==> src/hw/rtl/tfr_ram.sv <==
// ----------------------------------------------------------------------------
// tfr_ram
// Single-port-write, single-port-read RAM with registered read data.
// ----------------------------------------------------------------------------
`timescale 1ns / 1ps
`default_nettype none

module tfr_ram #(
   parameter int DATA_W = 8,
   parameter int DEPTH  = 256
) (
   input  wire logic                     clock,
   input  wire logic                     wr_en,
   input  wire logic [$clog2(DEPTH)-1:0] wr_addr,
   input  wire logic [DATA_W-1:0]        wr_data,
   input  wire logic [$clog2(DEPTH)-1:0] rd_addr,
   output logic      [DATA_W-1:0]        rd_data
);

   logic [DATA_W-1:0] mem [DEPTH];

   always_ff @(posedge clock) begin
      if (wr_en) begin
         mem[wr_addr] <= wr_data;
      end
      rd_data <= mem[rd_addr];
   end

endmodule

`default_nettype wire

==> config.mk <==
export PLATFORM = sky130hd
export DESIGN_NAME = tfr_ram
export DESIGN_NICKNAME = d
export VERILOG_FILES = /design/src/hw/rtl/tfr_ram.sv
export SDC_FILE = /design/constraint.sdc
export NUM_CORES = 2
export LEC_CHECK = 0
export BUFFER_PORTS_ARGS = -buffer_cell sky130_fd_sc_hd__buf_4
export CAP_MARGIN = 0
export CELL_PAD_IN_SITES_DETAIL_PLACEMENT = 0
export CELL_PAD_IN_SITES_GLOBAL_PLACEMENT = 1
export CORE_MARGIN = 2
export CORE_UTILIZATION = 40
export CTS_CLUSTER_SIZE = 14
export DETAILED_ROUTE_END_ITERATION = 6
export GPL_TIMING_DRIVEN = 1
export PLACE_DENSITY_LB_ADDON = 0.1
export SYNTH_ARGS = -nofsm -noshare
export SYNTH_HDL_FRONTEND = slang
export SYNTH_SLANG_ARGS = --single-unit
==> constraint.sdc <==
create_clock -name clock -period 3.3 [get_ports clock]
set_input_delay 0.165 -clock clock [delete_from_list [all_inputs] [get_ports clock]]
set_output_delay 0.165 -clock clock [all_outputs]
set_load 0.02 [all_outputs]
==> run summary <==
The synthesized netlist contains 55 unique library cells. For the total congestion overflow, the log shows 0. The peak ir drop on the vdd network is 408 µV. On the worst path, the slowest cell contributes a delay of 600 ps. OpenSTA, run right after detailed placement, puts the worst setup slack at -350 ps.

STA classifies the critical path startpoint as a flip-flop. Largest fanout on the critical path: 1. Dividing the detail-routed wire length by the instance count gives 31.3 µm. The overall fraction of global-route tracks in use was 21.7%.

The floorplan step defined a die boundary enclosing 202,000 µm². Endpoint with the worst hold slack: mem[155][7]. No sink is reached through more buffers than the 3 on the longest clock path. The cell area after synthesis was 79,600 µm²; the maximum clock frequency was 335 MHz. The type of the worst setup path is flip-flop to flip-flop.

Along the worst hold path, the cell count comes to 4. Standard cell core area: 197,000 µm². Among cell families on the critical path, the largest total delay comes from compound AO/OA/AOI/OAI gates. Filler-free cell count of the finished design: 7,020. The endpoint identified for the worst register-to-register timing path is rd_data[3]. Yosys instantiated no cell more often than edfxtp_1.

Sequential elements use 77.5% of the synthesized area. The maximum number of pins on one net before global-route repair was 116; the final critical path time including I/O delays and setup was 2980 ps. The global-route wire length before repair came out at 312,000 µm. The total buffers and inverters traversed by the critical path is 1, and the effective utilization at floorplan is 40.3%. The congestion estimate from routability-driven global placement came to 0.815. Data on the critical path arrives at its endpoint at 3660 ps. TritonCTS built the clock tree. Among all flip-flop cells after synthesis, the most frequent one is edfxtp_1. STA classifies the critical path endpoint as a flip-flop. Setup repair after global routing left no endpoint under its margin. Yosys printed 0 warnings. Summing all placed instances gives a cell area of 85,900 µm². Measured along the x axis, the die boundary spans 450 µm. The net count after synthesis was 3,759. For the final database, setup skew stands at 20.1 ps. Measured in cells, the most critical reg-to-reg path has a length of 7. The number of cell rows was 163; the share of synthesized registers carrying an async set or reset was 0%. In this run the static leakage power is 29.3 nW.

Counting instances in the post-synthesis netlist gives the leading cell types as 2,048 x edfxtp_1, 454 x mux4_2, 282 x nor2_1. The cell type contributing the most total cell area after synthesis is edfxtp_1. In the post-synthesis netlist, the biggest area contributors are edfxtp_1 77%, mux4_2 13%, mux2i_1 1.7%.

The tools report the worst hold margin as 77.1 ps. The share of synthesized area in the top cell type comes to 77.3%. Y dimension of the die: 450 µm. The share of final-layout standard cells stronger than drive strength 1 works out to 28.7%.

Measured against its own limit, the worst slew margin works out to 23.2%. The tree is rooted in a clkbuf_16. Synthesis inferred 2,056 register bits. The tools report the final-report hold violation count as 0. For the worst-skew pair, the clock arrives at the later sink with an insertion delay of 860 ps.

After detailed routing, the number of remaining DRC violations is 0. The slowest stage of the critical path belongs to the cell a221oi_1. For the count of mapped cells out of synthesis, the log shows 3,733. In this run, the number of DRC markers left after iteration 0 of detailed routing was 4,026. The worst reg-to-reg setup slack was 320 ps. After routing the design area is 92,800 µm². The logs give 215 for the number of buffers added by the clock tree synthesis step and 34 for the number of top-level pins. Once detailed placement completed, the half-perimeter wirelength came to 138,000 µm. The layout net count was 4,231.

In this run, placement finished with an instance count of 6,620. Port buffering added 33 buffers. The number of max-slew violations in the final report is 0, and the critical path data required time is 3980 ps. The first-pass iteration count of the detailed router is 5, and the initial antenna violation count is 18. Once detail routing completed, the nets flagged for antenna violations numbered 0.

Max-cap violations in this run came to 0. The run finished with clean final reports. The tools report the start of the worst register-to-register path as mem[83][3]. After clock tree synthesis, the clock-pin slew on the worst setup and hold paths is 60 ps.

The final routed wirelength across all metal layers was 220,000 µm; the routed via count was 39,200. The area added between synthesis and finish was 16.6%; the count of endpoints failing setup in the final report was 0. Number of clock sinks: 2,056. The H-tree was split into 4 levels. Worst path setup slack after routing: 315 ps. The average instance area after synthesis is 21.3 µm², and the number of flops mapped to enable cells by yosys is 2,048.

The worst hold path begins at wr_addr[1]. After filler insertion, the fill cell instance count of the layout stands at 16,600. Buffers added to address setup during post-CTS repair amount to 0.

The power density over cell area was 597 nW/µm². Traced cell by cell, the critical path runs through mux4_2, a22o_1, a221oi_1, o32ai_1, nor3_1, buf_4, nor4_1. The routed via count divided by cell count was 5.59.

The tightest min-delay check is of the input pin to flip-flop type. After layout, the design draws a total of 55.4 mW. At the pin with the least slew margin, the transition time is 1140 ps. The number of global-route vias before repair was 40,600; the part of the cycle the worst path needs was 90.4%.
[repair_timing]
item,CTS,global route
resized for setup,0,0
hold endpoints to repair,690,0
hold buffers,8,0
[how the worst max path moves through the flow]
stage,slack [ps],cells past startpoint,startpoint,endpoint
final,320,7,mem[83][3],rd_data[3]
after global routing,120,7,mem[83][3],rd_data[3]
after CTS,240,7,mem[83][3],rd_data[3]
after detailed placement,-350,9,rd_addr[0],rd_data[3]
after global placement,-640,7,rd_addr[0],rd_data[0]
after floorplan,1200,9,rd_addr[0],rd_data[2]
[where the power goes]
group,switching [mW],internal [mW]
Combinational,1.86,1.05
Clock,10.1,13.6
Sequential,0.0624,28.8
Total,12.0,43.4
[cell families (layout without fill, tap and decap cells)]
family                 Yosys count  count (layout)  share of synthesized area [%]
multiplexers                   591             591                           14.6
buffers and inverters          235             881                           1.83
other                            0               1                              0
AO/OA/AOI/OAI                  385             385                           3.42
AND/OR/NAND/NOR                466             466                           2.63
flip-flops                    2056            2056                           77.5
[area by class of cell]
| cell class | count | area (µm²) | share of cell area (%) |
|---|---|---|---|
| clock inverters | 110 | 1120 | 1.21 |
| flip-flops and latches | 2056 | 61700 | 66.5 |
| multi-input cells | 1442 | 16600 | 17.9 |
| inverters | 2 | 7.51 | 0.00809 |
| diodes | 1 | 2.50 | 0.00270 |
| clock buffers | 281 | 5710 | 6.15 |
| repair buffers | 488 | 4410 | 4.75 |
| well taps | 2640 | 3300 | 3.56 |
[tightest hold or removal path: stages]
cell	delay [ps]
buf_4	160
nand3_1	190
nor2_1	60
buf_4	180
[routing by layer]
metal,GRT usage (%),up-vias,share of wire (%)
met3,3.14,248,4.9
met2,35.7,1107,49
li1,-,16700,-
met5,0,-,0.015
met4,4.68,6,1.8
met1,30.9,21200,44
[layout by cell type (no fill, tap or decap), types with 19 or more instances in the layout]
| master | netlist | layout |
|---|---|---|
| o22ai_1 | 28 | 28 |
| clkbuf_1 | 111 | 60 |
| clkinv_2 | 0 | 30 |
| clkinv_1 | 1 | 46 |
| mux2i_1 | 134 | 134 |
| nand3_1 | 34 | 25 |
| clkbuf_16 | 0 | 217 |
| a21oi_1 | 96 | 96 |
| nor4_1 | 24 | 19 |
| nor2_1 | 282 | 279 |
| nor2b_1 | 31 | 28 |
| buf_4 | 27 | 418 |
| mux4_2 | 454 | 454 |
| edfxtp_1 | 2048 | 2048 |
| a22oi_1 | 133 | 133 |
| o221ai_1 | 46 | 46 |
| nor3_1 | 22 | 22 |
| buf_12 | 8 | 52 |
| nand2_1 | 33 | 33 |
[stage by stage]
step / TNS, ps / util (%)
after floorplan: 0 / -
after global placement: -2070 / 43.5
after detailed placement: -1110 / 43.5
after CTS: 0 / 47.0
after global routing: 0 / 47.0
final: 0 / 47.0
[registers in the layout (all words and copies together) (netlist names)]
signal	flops
mem	2048
rd_data	8
(Power assumes the default switching activity.)
