### config.mk
export PLATFORM = sky130hd
export DESIGN_NAME = tfr_div
export DESIGN_NICKNAME = d
export VERILOG_FILES = /design/src/hw/rtl/tfr_pkg.sv /design/src/hw/rtl/tfr_div.sv
export SDC_FILE = /design/constraint.sdc
export NUM_CORES = 1
export LEC_CHECK = 0
export ABC_CLOCK_PERIOD_IN_PS = 6800
export BUFFER_PORTS_ARGS = -buffer_cell sky130_fd_sc_hd__buf_2
export CAP_MARGIN = 40
export CELL_PAD_IN_SITES_DETAIL_PLACEMENT = 1
export CELL_PAD_IN_SITES_GLOBAL_PLACEMENT = 1
export CORE_ASPECT_RATIO = 1.4
export CORE_MARGIN = 2
export CORE_UTILIZATION = 45
export DETAILED_ROUTE_END_ITERATION = 8
export PLACE_DENSITY = 0.94
export REMOVE_ABC_BUFFERS = 1
export SLEW_MARGIN = 20
export SYNTH_ARGS = -nofsm -noshare
export SYNTH_HDL_FRONTEND = slang
export SYNTH_SLANG_ARGS = --single-unit
### constraint.sdc
create_clock -name clock -period 6.8 [get_ports clock]
set_input_delay 1.02 -clock clock [delete_from_list [all_inputs] [get_ports clock]]
set_output_delay 1.02 -clock clock [all_outputs]
set_load 0.005 [all_outputs]
### src/hw/rtl/tfr_pkg.sv
// ----------------------------------------------------------------------------
// tfr_pkg
// Shared constants and types of the triangle fill rasterizer.
// ----------------------------------------------------------------------------
`timescale 1ns / 1ps
`default_nettype none

package tfr_pkg;

   localparam int SCR_W     = 320;
   localparam int SCR_H     = 200;
   localparam int DRAW_ROWS = 199;
   localparam int FRAC_BITS = 16;
   localparam int PIXELS    = SCR_W * SCR_H;
   localparam int ADDR_W    = $clog2(PIXELS);
   localparam int COORD_W   = 12;
   localparam int COLOR_W   = 8;
   localparam int POS_W     = 34;
   localparam int NUM_W     = 32;
   localparam int DEN_W     = 13;
   localparam int DIV_STEPS = NUM_W - 1;

   localparam logic [1:0] CMD_CLEAR = 2'd0;
   localparam logic [1:0] CMD_WRITE = 2'd1;
   localparam logic [1:0] CMD_READ  = 2'd2;
   localparam logic [1:0] CMD_FILL  = 2'd3;

   typedef struct packed {
      logic                    start;
      logic signed [NUM_W-1:0] num;
      logic signed [DEN_W-1:0] den;
   } div_req_type;

   typedef struct packed {
      logic                    done;
      logic signed [NUM_W-1:0] quot;
   } div_rsp_type;

endpackage

`default_nettype wire

### src/hw/rtl/tfr_div.sv
// ----------------------------------------------------------------------------
// tfr_div
// Signed truncating divider, restoring, one quotient bit per cycle.
// ----------------------------------------------------------------------------
`timescale 1ns / 1ps
`default_nettype none

module tfr_div (
   input  wire logic                 clock,
   input  wire logic                 reset,
   input  wire tfr_pkg::div_req_type div_req,
   output tfr_pkg::div_rsp_type      div_rsp
);

   localparam int QW = tfr_pkg::NUM_W - 1;
   localparam int RW = tfr_pkg::DEN_W - 1;

   logic          busy_ff, busy_in;
   logic          done_ff, done_in;
   logic [4:0]    step_ff, step_in;
   logic [RW-1:0] rem_ff, rem_in;
   logic [QW-1:0] q_ff, q_in;
   logic [RW-1:0] dmag_ff, dmag_in;
   logic          neg_ff, neg_in;

   logic [RW:0]   trial;
   logic          ge;
   logic signed [tfr_pkg::NUM_W-1:0] num_abs;
   logic signed [tfr_pkg::DEN_W-1:0] den_abs;

   always_comb begin
      busy_in = busy_ff;
      done_in = 1'b0;
      step_in = step_ff;
      rem_in  = rem_ff;
      q_in    = q_ff;
      dmag_in = dmag_ff;
      neg_in  = neg_ff;
      trial   = {rem_ff, q_ff[QW-1]};
      ge      = trial >= {1'b0, dmag_ff};
      num_abs = div_req.num[tfr_pkg::NUM_W-1] ? -div_req.num : div_req.num;
      den_abs = div_req.den[tfr_pkg::DEN_W-1] ? -div_req.den : div_req.den;
      if (div_req.start) begin
         busy_in = 1'b1;
         step_in = 5'(tfr_pkg::DIV_STEPS - 1);
         rem_in  = '0;
         q_in    = num_abs[QW-1:0];
         dmag_in = den_abs[RW-1:0];
         neg_in  = div_req.num[tfr_pkg::NUM_W-1] ^ div_req.den[tfr_pkg::DEN_W-1];
      end else if (busy_ff) begin
         rem_in = ge ? RW'(trial - {1'b0, dmag_ff}) : trial[RW-1:0];
         q_in   = {q_ff[QW-2:0], ge};
         if (step_ff == 5'd0) begin
            busy_in = 1'b0;
            done_in = 1'b1;
         end else begin
            step_in = step_ff - 5'd1;
         end
      end
   end

   always_ff @(posedge clock) begin
      if (reset) begin
         busy_ff <= 1'b0;
         done_ff <= 1'b0;
      end else begin
         busy_ff <= busy_in;
         done_ff <= done_in;
      end
      step_ff <= step_in;
      rem_ff  <= rem_in;
      q_ff    <= q_in;
      dmag_ff <= dmag_in;
      neg_ff  <= neg_in;
   end

   assign div_rsp.done = done_ff;
   assign div_rsp.quot = neg_ff ? -$signed({1'b0, q_ff}) : $signed({1'b0, q_ff});

endmodule

`default_nettype wire
==> summary.md, run 1 <==
| Metric | Value |
|---|---|
| Most frequent cells after synthesis | xnor2_1, nand2_1, nor2_1, edfxtp_1 |
| Post-synth top area cell | edfxtp_1 |
| Post-CTS setup buffer count | 0 |
| Critical path class | register to primary output |
| CTS Buffer Depth | 2 |
| Met2 WL | approximately 7500 um |
| Via count | around 4300 |
| Via density | 5.91 |
| Drt wl/cell | around 19 um |
| Psw | between 300 and 400 uW |
| First-pass GRT wire length | roughly 22000 um |
| Fillcell total | approximately 1200 |
| Switching share of power | 0.298 |
| Die width | just under 90 um |
| Worst Path Required | 5.78 ns |
| Synth top area share | 0.291 |
| RSZ-0062 raised after global routing | false |
| Final hold violations | 0 |
| Drt pass-1 iters | 5 |
| Compound-Gate Fraction of Synth Area | 0.191 |
| F_max | around 0.25 GHz |
| Post-synthesis mux area share | 0.0146 |
| Hold Crit Start | step_ff[4]$_SDFFE_PP1P_ |
| Mapped Area | 0.00454 mm^2 |
| Initial antenna violation count | 0 |
| Static Leak | 0.00210 uW |
| Min Clock Period, post-route | around 4.0 ns |
| Worst-case reg-to-reg path depth | 7 |
| CP Launch Point | q_ff[5]$_DFFE_PP_ |
| Startpoint Class | register |
| Crit Path Max Fanout | 6 |
| Synth area leaders | edfxtp_1, xnor2_1, dfxtp_1 |
| Nets@finish | 645 |
| P&R area growth vs syn | 17.9% |
| Post-synthesis xor/xnor area fraction | 0.148 |
| Crit end category | primary output |
| Reg2reg end | rem_ff[0]$_SDFFE_PP0P_ |
| Clk slew on worst S/H paths | about 0.05 ns |
| Sequential cell area fraction in the yosys report | 0.374 |
| Hold Path Depth | 2 |
| Hold buffer count at cts | 0 |
| Placed cell count | approximately 700 |
| Max-Cap Viols | 0 |
| DRT met1 WL | 4930 um |
| WHS Endpoint | step_ff[4]$_SDFFE_PP1P_ |
| Register area | between 0.0015 and 0.002 mm^2 |
| H-tree levels | 3 |
| DR DRC count | 0 |
| Worst-Margin Slew | a little over 0.8 ns |
| Antenna fix cells | 0 |
| Comb pwr share | 0.238 |
| Count leader, synth | xnor2_1 |
| Multi-input gate area | 0.00267 mm^2 |
| Final GP Congestion | approximately 0.84 |
| Syn. warnings | 0 |
| Routed met3 length | 599 um |
| Power per cell area | 238 mW/mm^2 |
| Detailed Route WL | between 10000 and 15000 um |
| CTS tree | yes |
| Total track usage | 0.261 |
| Register share of total power | 0.391 |
| Post-synth EDFFs | 44 |
| Peak supply drop | 0.144 mV |
| Clk Latency, worst-skew pair | around 0.34 ns |
| FF+latch count, synth | 63 |
| Residual antenna-violating net count after detailed routing | 0 |
| Worst r2r src | dmag_ff[6]$_DFFE_PP_ |
| Initial Util | 0.462 |
| Cell Rows | 43 |
| Setup TNS | 0 ns |
| Synth Area per Inst | 8.96 um^2 |
| Largest net degree at the start of global routing | a little over 80 |
| Top FF cell, synth | edfxtp_1 |
| Post-cts sizing count | 0 |
| Internal power | 894 uW |
| Post-synthesis adder-cell area fraction | 0.0485 |
| Status | finished, final reports clean |
| DIE AREA | between 0.01 and 0.015 mm^2 |
| IO Count | between 80 and 90 |
| Clk pwr share | 0.371 |
| Ys async rst share | 0 |
| Area of the core | between 0.009 and 0.01 mm^2 |
| Netlist cell types | 56 |
| Vias in the first global route | 4533 |
| Simple-Gate Fraction of Synth Area | 0.184 |
| Post-DP HPWL | 9740 um |
| DR top layer | met4 |
| Total gr overflow | 0 |
| Initial DRC count | ~250 |
| R2r setup slk | roughly 3.7 ns |
| Final setup violation count | 0 |
| Setup Skew | 0.00448 ns |
| Crit share post-route | 0.587 |
| Die H | between 100 and 150 um |
| Largest family of logic cells by synthesized area | compound AO/OA/AOI/OAI gates |
| Count of final max-slew check failures | 0 |
| Share of cells above drive strength 1 | 0.198 |
| Clock sink count | 63 |
| Mapped Cells | 507 |
| Worst hold path class | register to register |
| Cts bufs inserted | 9 |
| Port-buffer cells | 80 |
| CTS root buf | clkbuf_16 |
| Slew HR | 0.445 |
| Non-Filler Instances | a little over 700 |
| CP arrival | ~3.0 ns |
==> critical path, stage by stage, from the launching register on <==
cell and delay (ns):
edfxtp_1 0.49, nor3_1 0.38, nand3_1 0.29, or4_4 0.53, or3_4 0.39, o41ai_4 0.22
xnor2_1 0.18, buf_2 0.15
==> power groups by stage <==
stage                     combinational, uW  sequential (uW)  clock, uW
after global routing                    333              502        495
after global placement                  278              503          0
after detailed placement                298              503          0
after floorplan                         177              494          0
after CTS                               305              497        479
final                                   303              497        473
==> worst max path at each step <==
stage / endpoint / slack (ns) / cells past startpoint
after floorplan: div_rsp[29] / 3.57 / 5
after global placement: div_rsp[29] / 3.36 / 6
after detailed placement: div_rsp[25] / 3.30 / 6
after CTS: div_rsp[25] / 2.81 / 7
after global routing: div_rsp[25] / 2.68 / 7
final: div_rsp[29] / 2.81 / 7
==> registers in the layout, indices dropped and copies added, names as in the netlist <==
register,flops
busy_ff,1
dmag_ff,12
done_ff,1
neg_ff,1
q_ff,31
rem_ff,12
step_ff,5
==> placed cells by master, fill, tap and decap left out, types with 3 or more instances in the layout <==
cell and count:
buf_2 80, xnor2_1 48, nand2_1 45, nor2_1 45, edfxtp_1 44, o21ai_0 37
a21oi_1 37, xor2_1 29, inv_1 24, dfxtp_1 19, o31ai_1 17, ha_1 16
nand2b_1 14, nand3_1 12, clkbuf_16 9, or4_1 8, nor3_1 8, o41ai_1 7
or3_1 6, mux2_2 5, nor4_1 4, o211ai_1 4, a21o_1 4, a32oi_1 4
a311oi_1 4, or2_2 3, nand4_1 3, nor2b_1 3, or4_4 3
==> final cells by class <==
type	instances	share of cell area
clock buffer	12	0.0479
tap	135	0.0315
multi-input combinational	399	0.498
clock inverter	4	0.00818
timing repair buffer	83	0.0804
sequential	63	0.318
inverter	24	0.0168
==> cell families (layout without fill, tap and decap cells) <==
kind of cell             count (synthesis)  in the layout
XOR/XNOR                                77             77
AO/OA/AOI/OAI                          133            133
adder cells (fa/ha/maj)                 17             17
flip-flops                              63             63
multiplexers                             6              6
AND/OR/NAND/NOR                        166            166
buffers and inverters                   45            123
==> stage by stage <==
step / util / worst slack, ns / instance area [um^2] / hold slack [ns] / total power, uW
2_1_floorplan: - / 3.57 / 4460 / 0.414 / 671
3_3_place_gp: 0.512 / 3.36 / 5040 / 0.431 / 781
3_5_place_dp: 0.514 / 3.30 / 5060 / 0.439 / 802
4_1_cts: 0.544 / 2.81 / 5360 / 0.450 / 1280
5_1_grt: 0.544 / 2.68 / 5360 / 0.495 / 1330
6_report: 0.544 / 2.81 / 5360 / 0.455 / 1270
==> layer usage <==
| layer | GRT usage | vias to the layer above |
|---|---|---|
| li1 | - | 1994 |
| met1 | 0.276 | 2101 |
| met2 | 0.479 | 128 |
| met3 | 0.0507 | 32 |
| met4 | 0.134 | 0 |
| met5 | 0 | - |
Note: power is estimated with default switching activity, not from simulation.
==> run 2: changes to the inputs <==
- ABC_CLOCK_PERIOD_IN_PS: 6800 -> 3700
- CORE_UTILIZATION: 45 -> 43
- PLACE_DENSITY: 0.94 -> 0.91
- clock period: 6.8 -> 3.7 ns (I/O delays scaled with it)
==> run 2 against run 1 <==
Against the previous run:
- sequential power increased by 85%
- sequential share of layout area rose by 0.074 points
- routed wire length grew 2.1%
- first-iteration DRC count decreased by 11%
- clock-buffer cell count is the same
- highest routed layer unchanged
==> summary.md, run 2 (synthesis results as in run 1) <==
| Metric | Value |
|---|---|
| Status | finished, final reports clean |
| CTS Buffer Depth | 2 |
| Max reg flops | 31 |
| Area of the core | between 0.01 and 0.015 mm^2 |
| Critical Path Max Stage Delay | between 0.5 and 0.6 ns |
| Via count | 4213 |
| Clk slew on worst S/H paths | roughly 0.06 ns |
| CTS tree | yes |
| Most frequent cells in the layout | buf_2, xnor2_1, nand2_1, nor2_1, edfxtp_1 |
| Via density | 5.82 |
| Fillcell total | between 1000 and 1500 |
| Nets@finish | between 600 and 700 |
| Drt wl/cell | around 19 um |
| Port-buffer cells | 80 |
| Post-CTS setup buffer count | 0 |
| Clock sink count | 63 |
| Setup TNS | 0 ns |
| Worst hold path class | input port to register |
| Crit Path Max Fanout | 6 |
| Worst-Margin Slew | 0.795 ns |
| Antenna fix cells | 0 |
| RSZ-0062 raised after global routing | false |
| Final hold violations | 0 |
| Drt pass-1 iters | 4 |
| Crit end category | primary output |
| Cts bufs inserted | 9 |
| Peak supply drop | a little over 0.3 mV |
| Initial antenna violation count | 0 |
| Crit share post-route | 0.927 |
| IO Count | 81 |
| Crit-path cells | nor3_1 -> nand4b_1 -> or4_4 -> or3_4 -> o31ai_2 -> xnor2_1 -> buf_2 |
| WHS Endpoint | busy_ff$_SDFF_PP0_ |
| R2r setup slk | around 0.85 ns |
| Post-route cell area | 0.00534 mm^2 |
| Share of cells above drive strength 1 | 0.201 |
| Final GP Congestion | around 0.85 |
| Vias in the first global route | around 4600 |
| Worst-case reg-to-reg path depth | 8 |
| WHS | just under 0.4 ns |
| Worst r2r src | q_ff[30]$_DFFE_PP_ |
| Post-DP HPWL | just over 10000 um |
| Worst Path Required | approximately 3.1 ns |
| Slew HR | 0.466 |
| P&R area growth vs syn | 17.6% |
| Power per cell area | between 400 and 500 mW/mm^2 |
| Cell Rows | between 40 and 50 |
| Min Clock Period, post-route | 3.43 ns |
| CP arrival | 2.87 ns |
| Initial DRC count | 224 |
| Final core occ | 0.516 |
| Final setup violation count | 0 |
| Static Leak | 0.00210 uW |
| Residual antenna-violating net count after detailed routing | 0 |
| Non-Filler Instances | 724 |
| Die width | between 90 and 100 um |
| WP buf/inv | 1 |
| Setup Skew | roughly 0.0073 ns |
| Dpl cell area | 0.00507 mm^2 |
| CTS root buf | clkbuf_16 |
| Clk Latency, worst-skew pair | about 0.34 ns |
| H-tree levels | 3 |
| Largest net degree at the start of global routing | slightly above 60 |
| Count of final max-slew check failures | 0 |
| First-pass GRT wire length | roughly 22000 um |
| Initial Util | 0.439 |
| Reg2reg end | rem_ff[0]$_SDFFE_PP0P_ |
| Post-cts sizing count | 0 |
| Hold Crit Start | reset |
| Hold buffer count at cts | 0 |
| Hold Path Depth | 2 |
| Startpoint Class | register |
| Largest regs | q_ff (31), dmag_ff (12), rem_ff (12) |
| F_max | between 0.2 and 0.3 GHz |
| Detailed Route WL | approximately 14000 um |
| Placed cell count | ~700 |
| DIE AREA | 0.0114 mm^2 |
| Critical path class | register to primary output |
| Max-Cap Viols | 0 |
| DR DRC count | 0 |
| Total gr overflow | 0 |
| Total track usage | 0.243 |
| Most flops, register | q_ff |
| Critical-path top delay cell | or4_4 |
| CP delay by family, top | simple AND/OR/NAND/NOR gates |
| Die H | approximately 130 um |
| Commonest non-fill, non-tap cell in the layout | buf_2 |
## run 2: changes by cell type in the layout (fill, tap and decap cells not counted)
cell       before  now
bufinv_16       1    0
buf_4           2    3
clkinv_2        2    4
clkinv_1        1    0
## run 2: where the power goes
part / leakage [uW] / total [uW] / internal [uW] / switching [uW]
clock network: 0.000142 / 798 / 485 / 314
logic: 0.00137 / 557 / 250 / 307
registers: 0.000588 / 917 / 839 / 78.7
total: 0.00210 / 2270 / 1570 / 699
## run 2: worst register-to-register path, stage by stage (launching register included)
cell and delay, ns:
edfxtp_1 0.48, inv_1 0.12, ha_1 0.19, nand2b_1 0.14, a21oi_1 0.11, o31ai_1 0.70
a22o_1 0.39, mux2_2 0.37, a211oi_1 0.26
## run 2: layer usage
| layer | track usage | wire [um] | share of wire |
|---|---|---|---|
| met1 | 0.248 | 5010 | 0.36 |
| met2 | 0.462 | 7660 | 0.56 |
| met3 | 0.0449 | 555 | 0.040 |
| met4 | 0.130 | 539 | 0.039 |
| met5 | 0 | 0 | 0 |
## run 2: area by class of cell
cell class                      count  area (um^2)  area share
Clock inverter                      4         20.0     0.00375
Clock buffer                       12          256      0.0480
Multi-Input combinational cell    399         2670       0.499
Inverter                           24         90.1      0.0169
Sequential cell                    63         1700       0.318
Tap cell                          138          173      0.0323
Timing Repair Buffer               84          438      0.0819
## run 2: worst max-delay path by stage
stage,from,end,slack (ns),cells after the start
final,q_ff[5]$_DFFE_PP_,div_rsp[26],0.27,7
after global routing,q_ff[5]$_DFFE_PP_,div_rsp[26],0.18,7
after CTS,q_ff[5]$_DFFE_PP_,div_rsp[26],0.24,7
after detailed placement,q_ff[5]$_DFFE_PP_,div_rsp[26],0.61,7
after global placement,q_ff[11]$_DFFE_PP_,div_rsp[25],0.72,6
after floorplan,q_ff[11]$_DFFE_PP_,div_rsp[29],0.93,5
## run 2: metrics by stage
stage	setup slack (ns)	power [uW]
after detailed placement	0.608	1480
after global placement	0.723	1430
after floorplan	0.934	1230
final	0.271	2270
after CTS	0.236	2280
after global routing	0.181	2370
==> run 3: changes to the inputs <==
==> constraint.sdc (replaced) <==
create_clock -name clock -period 3.7 [get_ports clock]
set_input_delay 0.74 -clock clock [delete_from_list [all_inputs] [get_ports clock]]
set_output_delay 0.74 -clock clock [all_outputs]
set_load 0.005 [all_outputs]
==> run 3 against run 2 <==
Against the previous run:
- hold slack gained 0.064 ns
- critical path depth down 1
- first-iteration DRC count up 6.7%
- sequential share of layout area decreased by 0.33 points
- clock skew shrank 0.0046 ns
- largest cell class unchanged
==> summary.md, run 3 (synthesis results as in run 1) <==
| Metric | Value |
|---|---|
| Psw | around 720 uW |
| Largest net degree at the start of global routing | 61 |
| Max reg flops | 31 |
| Share of cells above drive strength 1 | 0.207 |
| IO Count | 81 |
| Total track usage | 0.255 |
| Hold Crit Start | step_ff[4]$_SDFFE_PP1P_ |
| Commonest non-fill, non-tap cell in the layout | buf_2 |
| Final GP Congestion | around 0.87 |
| Detailed Route WL | between 10000 and 15000 um |
| Final setup violation count | 0 |
| DR DRC count | 0 |
| Register area | approximately 0.0017 mm^2 |
| Worst Path Required | ~3.0 ns |
| Overall power | roughly 2400 uW |
| Nets@finish | 649 |
| Switching share of power | 0.305 |
| Dpl ws | approximately 0.46 ns |
| Worst hold path class | register to register |
| Clk Latency, worst-skew pair | 0.35 ns |
| CTS Buffer Depth | 2 |
| RSZ-0062 raised after global routing | false |
| Die H | approximately 130 um |
| Most frequent cells in the layout | buf_2, xnor2_1, nand2_1, nor2_1, edfxtp_1 |
| Cell Rows | 44 |
| CP arrival | a little under 3 ns |
| First-pass GRT wire length | around 23000 um |
| H-tree levels | 3 |
| Crit end category | primary output |
| Total gr overflow | 0 |
| Clk slew on worst S/H paths | 0.06 ns |
| Via density | ~6 |
| Setup TNS | 0 ns |
| Status | finished, final reports clean |
| Cts bufs inserted | 9 |
| Die width | 90.9 um |
| Area of the core | 0.0103 mm^2 |
| CTS tree | yes |
| Hold buffer count at cts | 0 |
| Register share of total power | 0.389 |
| Clock sink count | 63 |
| R2r setup slk | 0.73 ns |
| Static Leak | 0.00213 uW |
| Worst-Margin Slew | roughly 0.76 ns |
| Drt pass-1 iters | 5 |
| Antenna fix cells | 0 |
| Setup Skew | 0.00265 ns |
| Initial DRC count | between 200 and 250 |
| Slew HR | 0.487 |
| Count of final max-slew check failures | 0 |
| Startpoint Class | register |
| Drt wl/cell | approximately 20 um |
| Internal power | 1640 uW |
| CP Launch Point | q_ff[9]$_DFFE_PP_ |
| Port-buffer cells | 80 |
| Power per cell area | 437 mW/mm^2 |
| Largest regs | q_ff (31), dmag_ff (12), rem_ff (12) |
| Crit Path Max Fanout | 6 |
| Initial antenna violation count | 0 |
| Crit share post-route | 0.982 |
| Via count | 4288 |
| Final WS setup | 0.0677 ns |
| Vias in the first global route | 4545 |
| Residual antenna-violating net count after detailed routing | 0 |
| Clk pwr share | 0.370 |
| Comb pwr share | 0.242 |
| F_max | ~0.28 GHz |
| Fillcell total | 1289 |
| Critical path class | register to primary output |
| Worst r2r src | q_ff[30]$_DFFE_PP_ |
| Multi-input gate area | roughly 0.0027 mm^2 |
| Min Clock Period, post-route | 3.63 ns |
| CTS root buf | clkbuf_16 |
| Final hold violations | 0 |
| P&R area growth vs syn | 18.8% |
| Peak supply drop | between 0.2 and 0.25 mV |
| Initial Util | 0.439 |
| Post-DP HPWL | between 10000 and 15000 um |
| Max-Cap Viols | 0 |
| DIE AREA | about 0.011 mm^2 |
| Most flops, register | q_ff |
run 3: cell count changes in the layout (fill, tap and decap cells not counted):
cell and change:
clkinv_2 -2, nor3_1 -1, buf_4 +3, clkbuf_16 +1, nor3_2 +1, clkbuf_8 +1
run 3: power by group through the flow:
stage	combinational [uW]	clock [uW]	sequential (uW)
global placement	511	0	925
floorplan	325	0	908
CTS	565	879	917
finish	571	873	918
global route	628	909	926
detailed placement	548	0	927
run 3: critical path: stages, from the launching register on:
cell and delay, ns:
edfxtp_1 0.50, or4_4 0.55, or4_4 0.55, or3_4 0.39, o31ai_2 0.25, xnor2_1 0.16, buf_2 0.13
run 3: cell type report:
class	instances	share of cell area
inverters	24	0.0167
clock buffers	14	0.0547
multi-input cells	399	0.494
repair buffers	87	0.0853
well taps	138	0.0320
flip-flops and latches	63	0.315
clock inverters	2	0.00185
run 3: metal layers:
| layer | vias to the layer above | track usage | share of wire |
|---|---|---|---|
| met5 | - | 0 | 0 |
| met2 | 144 | 0.467 | 0.54 |
| met1 | 2107 | 0.272 | 0.37 |
| met3 | 40 | 0.0586 | 0.053 |
| met4 | 0 | 0.133 | 0.039 |
| li1 | 1997 | - | - |
run 3: what timing repair did:
| item | in CTS | in global routing |
|---|---|---|
| endpoints found under the hold margin | 0 | 0 |
| setup endpoints to repair | 0 | 2 |
| resized for setup | 0 | 1 |
| buffers inserted | 0 | 2 |
run 3: final timing paths:
kind         cells after the start                       to
min                              2  step_ff[4]$_SDFFE_PP1P_
max reg2reg                     10   rem_ff[5]$_SDFFE_PP0P_
min reg2reg                      2  step_ff[4]$_SDFFE_PP1P_
max                              6              div_rsp[26]
run 3: through the flow:
step | utilization | instance area [um^2] | hold slack (ns) | instances
after floorplan | - | 4460 | 0.414 | 486
final | 0.522 | 5400 | 0.456 | 727
after global routing | 0.522 | 5400 | 0.496 | 727
after global placement | 0.489 | 5060 | 0.431 | 708
after CTS | 0.520 | 5380 | 0.463 | 725
after detailed placement | 0.490 | 5070 | 0.454 | 709
